==> src/design/arq_pkg.sv <==
// Shared types and constants for the retransmit acknowledge queue.
// Used by arq_slot_eval, the top module and the testbench; depends on nothing.
package arq_pkg;

   localparam logic [27:0] DAY_MS = 28'd86400000;

   typedef enum logic [1:0] {
      MODE_ENQUEUE = 2'd0,
      MODE_CONFIRM = 2'd1,
      MODE_SCAN    = 2'd2,
      MODE_NONE    = 2'd3
   } mode_type;

   localparam logic [1:0] KIND_DATA = 2'd0;
   localparam logic [1:0] KIND_FWD  = 2'd1;
   localparam logic [1:0] KIND_CONF = 2'd2;

   typedef enum logic [2:0] {
      OC_ACCEPTED   = 3'd0,
      OC_FULL       = 3'd1,
      OC_FIRST_SEND = 3'd2,
      OC_RESEND     = 3'd3,
      OC_SENT_ONCE  = 3'd4,
      OC_DELIVERED  = 3'd5,
      OC_GAVE_UP    = 3'd6
   } outcome_type;

   localparam logic CSR_MAX_ATTEMPTS = 1'b0;
   localparam logic CSR_TIMEOUT_MS   = 1'b1;

   typedef struct packed {
      logic [1:0]  mode;
      logic [7:0]  packet_tag;
      logic [7:0]  dest_id;
      logic [15:0] msg_id;
      logic [1:0]  pkt_kind;
      logic [26:0] now_ms;
   } req_type;

   typedef struct packed {
      logic [2:0]  outcome;
      logic [7:0]  out_tag;
      logic [7:0]  out_dest;
      logic [15:0] out_msg;
      logic [3:0]  attempt_number;
      logic        last;
   } rsp_type;

   typedef struct packed {
      logic [7:0]  dest;
      logic [15:0] msg;
      logic [1:0]  kind;
      logic [7:0]  tag;
      logic [3:0]  attempts;
      logic [26:0] stamp;
      logic        delivered;
   } entry_type;

   typedef struct packed {
      logic        emit;
      logic        keep;
      outcome_type outcome;
      logic [3:0]  attempt;
   } dec_type;

endpackage

==> src/design/arq_ram.sv <==
// Generic single-write, single-read RAM with registered, enabled read.
// No dependencies.
module arq_ram #(
   parameter int WIDTH = 8,
   parameter int DEPTH = 16
) (
   input  logic                     clock,
   input  logic                     we,
   input  logic [$clog2(DEPTH)-1:0] waddr,
   input  logic [WIDTH-1:0]         wdata,
   input  logic                     re,
   input  logic [$clog2(DEPTH)-1:0] raddr,
   output logic [WIDTH-1:0]         rdata
);
   logic [WIDTH-1:0] mem_ff [DEPTH];
   logic [WIDTH-1:0] rdata_ff;

   always_ff @(posedge clock) begin
      if (we) begin
         mem_ff[waddr] <= wdata;
      end
      if (re) begin
         rdata_ff <= mem_ff[raddr];
      end
   end

   assign rdata = rdata_ff;
endmodule

==> src/design/arq_slot_eval.sv <==
// Per-entry decision for confirm and scan walks: new entry value and result.
// Depends on arq_pkg.
module arq_slot_eval
   import arq_pkg::*;
(
   input  entry_type   entry_in,
   input  logic        is_scan,
   input  req_type     req,
   input  logic [3:0]  max_attempts,
   input  logic [15:0] timeout_ms,
   output entry_type   entry_out,
   output dec_type     dec
);
   logic [27:0] now_w;
   logic [27:0] stamp_w;
   logic [27:0] elapsed;

   assign now_w   = {1'b0, req.now_ms};
   assign stamp_w = {1'b0, entry_in.stamp};
   assign elapsed = (now_w >= stamp_w) ? (now_w - stamp_w) : (DAY_MS - stamp_w + now_w);

   always_comb begin
      entry_out   = entry_in;
      dec.emit    = 1'b0;
      dec.keep    = 1'b1;
      dec.outcome = OC_ACCEPTED;
      dec.attempt = entry_in.attempts;
      if (!is_scan) begin
         if (entry_in.dest == req.dest_id && entry_in.msg == req.msg_id) begin
            entry_out.delivered = 1'b1;
         end
      end else if (entry_in.delivered) begin
         dec.emit    = 1'b1;
         dec.keep    = 1'b0;
         dec.outcome = OC_DELIVERED;
      end else if (entry_in.kind == KIND_FWD || entry_in.kind == KIND_CONF) begin
         dec.emit    = 1'b1;
         dec.keep    = 1'b0;
         dec.outcome = OC_SENT_ONCE;
         dec.attempt = 4'd1;
      end else if (entry_in.attempts == 4'd0) begin
         entry_out.attempts = 4'd1;
         entry_out.stamp    = req.now_ms;
         dec.emit    = 1'b1;
         dec.outcome = OC_FIRST_SEND;
         dec.attempt = 4'd1;
      end else if (elapsed > {12'd0, timeout_ms}) begin
         dec.emit = 1'b1;
         if (entry_in.attempts >= max_attempts) begin
            dec.keep    = 1'b0;
            dec.outcome = OC_GAVE_UP;
         end else begin
            if (entry_in.attempts != 4'd15) begin
               entry_out.attempts = entry_in.attempts + 4'd1;
            end
            entry_out.stamp = req.now_ms;
            dec.outcome = OC_RESEND;
            dec.attempt = entry_out.attempts;
         end
      end
   end
endmodule

==> src/design/retransmit_ack_queue_top.sv <==
// Retransmit acknowledge queue: entries in one RAM, walked in order.
// Depends on arq_pkg, arq_ram and arq_slot_eval.
//
//  channel  ports                              role
//  req      req_valid/req_ready/req_payload    enqueue, confirm or scan transaction
//  rsp      rsp_valid/rsp_ready/rsp_payload    result transactions, last flags the end
//  csr      csr_we/csr_index/csr_wdata         max_attempts, timeout_ms
//
// Enqueue writes the RAM straight from idle; confirm and scan walk the entries, one
// RAM read per entry and one write-back per kept entry through the single memory port pair.
// One result is held back so the final one can carry last.
// A scan stalls while a result waits and the output register is occupied and not being taken.
// Synchronous reset empties the queue; RAM contents are not cleared.
module retransmit_ack_queue_top
   import arq_pkg::*;
#(
   parameter int QUEUE_DEPTH = 16
) (
   input  logic        clock,
   input  logic        reset,
   input  logic        req_valid,
   output logic        req_ready,
   input  req_type     req_payload,
   output logic        rsp_valid,
   input  logic        rsp_ready,
   output rsp_type     rsp_payload,
   input  logic        csr_we,
   input  logic        csr_index,
   input  logic [15:0] csr_wdata
);
   localparam int AW = $clog2(QUEUE_DEPTH);
   localparam int CW = $clog2(QUEUE_DEPTH + 1);

   typedef enum logic [1:0] {ST_IDLE, ST_WALK, ST_FLUSH} state_type;

   state_type       state_ff, state_in;
   req_type         req_ff, req_in;
   logic [CW-1:0]   count_ff, count_in;
   logic [CW-1:0]   rd_idx_ff, rd_idx_in;
   logic [CW-1:0]   proc_idx_ff, proc_idx_in;
   logic [CW-1:0]   wr_ff, wr_in;
   logic            proc_valid_ff, proc_valid_in;
   rsp_type         hold_ff, hold_in;
   logic            hold_valid_ff, hold_valid_in;
   rsp_type         out_ff, out_in;
   logic            out_valid_ff, out_valid_in;
   logic [3:0]      max_att_ff;
   logic [15:0]     timeout_ff;

   logic            ram_we, ram_re;
   logic [AW-1:0]   ram_waddr, ram_raddr;
   entry_type       ram_wdata, ram_rdata, eval_entry;
   dec_type         dec;
   logic            out_free, stall, is_scan;

   arq_ram #(.WIDTH($bits(entry_type)), .DEPTH(QUEUE_DEPTH)) u_ram (
      .clock (clock),
      .we    (ram_we),
      .waddr (ram_waddr),
      .wdata (ram_wdata),
      .re    (ram_re),
      .raddr (ram_raddr),
      .rdata (ram_rdata)
   );

   assign is_scan = (req_ff.mode == MODE_SCAN);

   arq_slot_eval u_eval (
      .entry_in     (ram_rdata),
      .is_scan      (is_scan),
      .req          (req_ff),
      .max_attempts (max_att_ff),
      .timeout_ms   (timeout_ff),
      .entry_out    (eval_entry),
      .dec          (dec)
   );

   assign out_free  = !out_valid_ff || rsp_ready;
   assign stall     = proc_valid_ff && dec.emit && hold_valid_ff && !out_free;
   assign req_ready = (state_ff == ST_IDLE);
   assign rsp_valid   = out_valid_ff;
   assign rsp_payload = out_ff;

   always_comb begin
      state_in      = state_ff;
      req_in        = req_ff;
      count_in      = count_ff;
      rd_idx_in     = rd_idx_ff;
      proc_idx_in   = proc_idx_ff;
      wr_in         = wr_ff;
      proc_valid_in = proc_valid_ff;
      hold_in       = hold_ff;
      hold_valid_in = hold_valid_ff;
      out_in        = out_ff;
      out_valid_in  = out_valid_ff && !rsp_ready;
      ram_we        = 1'b0;
      ram_waddr     = wr_ff[AW-1:0];
      ram_wdata     = eval_entry;
      ram_re        = 1'b0;
      ram_raddr     = rd_idx_ff[AW-1:0];

      unique case (state_ff)
         ST_IDLE: begin
            if (req_valid) begin
               req_in = req_payload;
               hold_in.out_tag        = req_payload.packet_tag;
               hold_in.out_dest       = req_payload.dest_id;
               hold_in.out_msg        = req_payload.msg_id;
               hold_in.attempt_number = 4'd0;
               hold_in.last           = 1'b0;
               wr_in    = '0;
               state_in = ST_FLUSH;
               if (req_payload.mode == MODE_ENQUEUE) begin
                  hold_valid_in = 1'b1;
                  if (count_ff == CW'(QUEUE_DEPTH)) begin
                     hold_in.outcome = OC_FULL;
                  end else begin
                     hold_in.outcome = OC_ACCEPTED;
                     ram_we    = 1'b1;
                     ram_waddr = count_ff[AW-1:0];
                     ram_wdata = '{dest: req_payload.dest_id, msg: req_payload.msg_id,
                                   kind: req_payload.pkt_kind, tag: req_payload.packet_tag,
                                   attempts: 4'd0, stamp: 27'd0, delivered: 1'b0};
                     count_in  = count_ff + CW'(1);
                  end
               end else if ((req_payload.mode == MODE_CONFIRM ||
                             req_payload.mode == MODE_SCAN) && count_ff != '0) begin
                  ram_re        = 1'b1;
                  ram_raddr     = '0;
                  rd_idx_in     = CW'(1);
                  proc_idx_in   = '0;
                  proc_valid_in = 1'b1;
                  state_in      = ST_WALK;
               end
            end
         end
         ST_WALK: begin
            if (!stall) begin
               if (proc_valid_ff) begin
                  if (dec.keep) begin
                     ram_we = 1'b1;
                     wr_in  = wr_ff + CW'(1);
                  end
                  if (dec.emit) begin
                     if (hold_valid_ff) begin
                        out_in       = hold_ff;
                        out_valid_in = 1'b1;
                     end
                     hold_valid_in          = 1'b1;
                     hold_in.outcome        = dec.outcome;
                     hold_in.out_tag        = ram_rdata.tag;
                     hold_in.out_dest       = ram_rdata.dest;
                     hold_in.out_msg        = ram_rdata.msg;
                     hold_in.attempt_number = dec.attempt;
                     hold_in.last           = 1'b0;
                  end
               end
               if (rd_idx_ff < count_ff) begin
                  ram_re        = 1'b1;
                  rd_idx_in     = rd_idx_ff + CW'(1);
                  proc_idx_in   = rd_idx_ff;
                  proc_valid_in = 1'b1;
               end else begin
                  proc_valid_in = 1'b0;
                  if (!proc_valid_ff) begin
                     count_in = wr_ff;
                     state_in = ST_FLUSH;
                  end
               end
            end
         end
         ST_FLUSH: begin
            if (!hold_valid_ff) begin
               state_in = ST_IDLE;
            end else if (out_free) begin
               out_in        = hold_ff;
               out_in.last   = 1'b1;
               out_valid_in  = 1'b1;
               hold_valid_in = 1'b0;
               state_in      = ST_IDLE;
            end
         end
         default: state_in = ST_IDLE;
      endcase
   end

   always_ff @(posedge clock) begin
      if (reset) begin
         state_ff      <= ST_IDLE;
         count_ff      <= '0;
         rd_idx_ff     <= '0;
         proc_idx_ff   <= '0;
         wr_ff         <= '0;
         proc_valid_ff <= 1'b0;
         hold_valid_ff <= 1'b0;
         out_valid_ff  <= 1'b0;
         max_att_ff    <= 4'd3;
         timeout_ff    <= 16'd1000;
      end else begin
         state_ff      <= state_in;
         count_ff      <= count_in;
         rd_idx_ff     <= rd_idx_in;
         proc_idx_ff   <= proc_idx_in;
         wr_ff         <= wr_in;
         proc_valid_ff <= proc_valid_in;
         hold_valid_ff <= hold_valid_in;
         out_valid_ff  <= out_valid_in;
         if (csr_we) begin
            unique case (csr_index)
               CSR_MAX_ATTEMPTS: max_att_ff <= csr_wdata[3:0];
               CSR_TIMEOUT_MS:   timeout_ff <= csr_wdata;
               default:          ;
            endcase
         end
      end
      req_ff  <= req_in;
      hold_ff <= hold_in;
      out_ff  <= out_in;
   end

   a_count_bound: assert property (@(posedge clock) disable iff (reset)
      count_ff <= CW'(QUEUE_DEPTH))
      else $error("entry count beyond queue depth");

   a_idle_no_hold: assert property (@(posedge clock) disable iff (reset)
      state_ff == ST_IDLE |-> !hold_valid_ff)
      else $error("held result left behind at idle");

   a_wr_behind_rd: assert property (@(posedge clock) disable iff (reset)
      proc_valid_ff |-> (wr_ff <= proc_idx_ff && proc_idx_ff < rd_idx_ff))
      else $error("write-back pointer overtook read pointer");

   a_last_then_idle: assert property (@(posedge clock) disable iff (reset)
      (state_ff == ST_FLUSH && hold_valid_ff && out_free) |=> rsp_valid && rsp_payload.last)
      else $error("final result not presented with last");
endmodule

==> config.mk <==
export PLATFORM = sky130hd
export DESIGN_NAME = retransmit_ack_queue_top
export DESIGN_NICKNAME = d
export VERILOG_FILES = /design/src/design/arq_pkg.sv /design/src/design/arq_ram.sv /design/src/design/arq_slot_eval.sv /design/src/design/retransmit_ack_queue_top.sv
export SDC_FILE = /design/constraint.sdc
export NUM_CORES = 2
export LEC_CHECK = 0
export ABC_AREA = 1
export BUFFER_PORTS_ARGS = -buffer_cell sky130_fd_sc_hd__buf_2
export CAP_MARGIN = 25
export CORE_MARGIN = 1
export CORE_UTILIZATION = 45
export CTS_BUF_LIST = sky130_fd_sc_hd__clkbuf_16
export DETAILED_ROUTE_END_ITERATION = 10
export GPL_ROUTABILITY_DRIVEN = 0
export GPL_TIMING_DRIVEN = 1
export PLACE_DENSITY = 0.59
export RECOVER_POWER = 100
export SYNTH_ARGS = -nofsm -noshare
export SYNTH_HDL_FRONTEND = slang
export SYNTH_SLANG_ARGS = --single-unit
==> constraint.sdc <==
create_clock -name clock -period 6.6 [get_ports clock]
set_input_delay 0 -clock clock [delete_from_list [all_inputs] [get_ports clock]]
set_output_delay 0 -clock clock [all_outputs]
set_load 0.05 [all_outputs]
==> results.cfg <==
[run_status]
status = finished with violations
violations = DRC, capacitance limit, slew limit

[pwr]
switching_share_pct = 36.6
p_seq_share_pct = 39.4
irDropWorstVdd_uv = 297
p_clk_share_pct = 27.2
p_sw_uw = 10100
power_leakage_uw = 0.0230
intPower_uw = 17500
power_per_cell_area_nw_per_um2 = 425
p_comb_share_pct = 33.5

[floorplanning]
rows = 129
start_util_pct = 45.5
die-area_um2 = 127000
core_area_um2 = 124000
die_w_um = 356
die-height_um = 356
io_pins = 127

[sta]
period_share_pct = 92.0
setup_viol_count_final = 0
grt_setup_unrepaired = no
fin_skew_ns = 0.0277
setup_slack_ns = 0.530
slew_headroom_pct = -192
hold_violations = 0
final_max_slew_viol_count = 357
layout_min_cycle_time_ns = 6.07
timing.fmax_mhz = 165
worst_pin_slew_ns = 4.37

[routing]
ant_nets = 0
highest_layer = met4
viasPerCell = 5.49
drt_iter0_drc = 3764
dr.pass1.iters = 8
wl_met2_um = 70500
vias = 37800
drcViolationCount = 10
wl_met3_um = 8240
wl_um = 152000
wl_per_cell_um = 22.0
drt-met1-wl_um = 68700

[worst_setup_path]
ff2ff_path_depth = 34
worst-setup-path-type = flop to flop
crit_slowest_cell = buf_2
crit_fanout = 24
crit_arrival_ns = 6.44
required_ns = 6.97
crit_top_cell = nand2_1
end_kind = flop
cp-start-kind = flop
max_stage_delay_ns = 0.62

[run]
maxCapViolations = 9

[clocking]
cts_tree = done
cts_resized = 0
clkLatencyLatePin_ns = 0.76
htreeDepth = 4
clock-root-buffer = clkbuf_16
cts_buffer_depth = 3
clkTransAtPathRegs_ns = 0.06
numCtsBuffers = 139
post_cts_buffers = 0
cts_num_sinks = 1294

[logic_synthesis]
syn_avg_cell_area_um2 = 11.6
synth_cell_types = 45
synth_edf_count = 1254
synth-async-reset-ratio_pct = 0
yosys.area.top_type = edfxtp_1
synth_warnings = 0
synth_ff_type = edfxtp_1
yosysSeqAreaShare_pct = 68.2
yosysMostFrequentCell = edfxtp_1
synth_commonest_cells = edfxtp_1 (1254), nand2_1 (820), nor2_1 (677)
synth_nets = 5043
synth_area_um2 = 56400
synthTopCellsByArea = edfxtp_1 (67%), nand2_1 (5.5%), nor2_1 (4.5%)
synth-seq-cells = 1294
synth_top_area_share_pct = 66.8
synth_cells = 4844

[place]
dp_slack_ns = 0.633
dp_hpwl_um = 89500
placed_area_um2 = 59700
portBuffers = 126

[layout]
layout-drive-gt1-share_pct = 9.53
nets = 5344
fin_area_um2 = 64900
diodes = 0
syn2layout_area_growth_pct = 15.0
num-fill-cells = 10800

[global_routing]
grt_pass1_wl_um = 229000
grt_max_degree = 152
track_usage_pct = 23.9
grt_pass1_vias = 36600
antenna_found_initial = 2
grt_overflow_total = 0

[min_path]
worstHoldPathType = input pin to flop
whs_path_depth = 3
-- cells by family after synthesis --
logic type / count (synthesis) / synth area share [%]
AO/OA/AOI/OAI: 897 / 10.1
XOR/XNOR: 53 / 0.823
adder cells (fa/ha/maj): 114 / 2.78
buffers and inverters: 554 / 3.80
flip-flops: 1294 / 68.2
multiplexers: 2 / 0.0355
AND/OR/NAND/NOR: 1930 / 14.3
-- critical path: cells and delay by family, from the launching register on --
family | cells | cell delay [ns]
fa+ha+maj | 3 | 0.97
buf+inv | 3 | 1.07
simple gates | 27 | 3.08
compound gates | 1 | 0.09
flops | 1 | 0.44
-- cell usage in the layout (no fill, tap or decap), types with 18 or more instances in the layout --
cell	n
edfxtp_1	1254
nand2_1	820
nor2_1	674
inv_1	315
o21ai_0	281
nor3_1	150
o211ai_1	143
dlygate4sd3_1	143
clkbuf_16	142
or2_2	137
a211oi_1	136
o31ai_1	132
clkbuf_1	131
a21oi_1	107
ha_1	95
nand3_1	87
o22ai_1	66
clkinv_1	41
dfxtp_1	40
buf_2	38
clkbuf_2	37
xor2_1	35
buf_4	27
nand4_1	25
clkinv_2	21
fa_1	19
xnor2_1	18
-- through the flow --
step	std cells	utilization, %	total power (uW)	TNS [ns]	hold WS [ns]
after floorplan	4844	-	17100	-295.08	0.0785
after global placement	6485	48.1	20200	0	0.198
after detailed placement	6491	48.1	20300	0	0.192
after CTS	6887	52.8	27800	0	0.00269
after global routing	6894	52.3	29100	0	0.100
final	6894	52.3	27600	0	0.0444
-- layout make-up --
cell class | instances | area (um2) | share of cell area, %
Multi-Input combinational cell | 2996 | 15800 | 24.4
Timing Repair Buffer | 412 | 2980 | 4.60
Clock buffer | 142 | 3550 | 5.48
Sequential cell | 1294 | 38500 | 59.3
Tap cell | 1637 | 2050 | 3.16
Clock inverter | 111 | 838 | 1.29
Inverter | 302 | 1150 | 1.77
-- registers in the layout, summed over array words and instances, names as in the netlist --
register / count
u_ram.mem_ff: 1056
u_ram.rdata: 66
req_ff: 53
rsp_payload: 40
hold_ff: 39
timeout_ff: 16
count_ff: 5
rd_idx_ff: 5
wr_ff: 5
max_att_ff: 4
state_ff: 2
hold_valid_ff: 1
proc_valid_ff: 1
rsp_valid: 1
-- final timing paths --
kind | slack, ns | endpoint | startpoint
setup / recovery | 0.53 | u_ram.mem_ff[10][63] | req_ff[4]
hold / removal | 0.04 | u_ram.mem_ff[9][41] | req_payload[28]
setup reg to reg | 0.53 | u_ram.mem_ff[10][63] | req_ff[4]
hold reg to reg | 0.42 | rsp_payload[13] | hold_ff[13]
-- repair_timing --
action	CTS	global route
hold buffers	143	0
endpoints found under the setup margin	0	0
endpoints found under the hold margin	444	0
-- routing by layer --
metal	GRT usage [%]	vias up
met2	37.8	1208
met5	0	-
met3	3.11	234
met1	34.2	18500
li1	-	17800
met4	8.00	0
-- power groups by stage --
stage / combinational, uW / clock (uW) / sequential, uW
after floorplan: 6020 / 0 / 11100
after global placement: 9210 / 0 / 11000
after detailed placement: 9290 / 0 / 11000
after CTS: 9400 / 7610 / 10800
after global routing: 10200 / 7930 / 10900
final: 9220 / 7490 / 10800
Power figures use the tool's default switching activity.
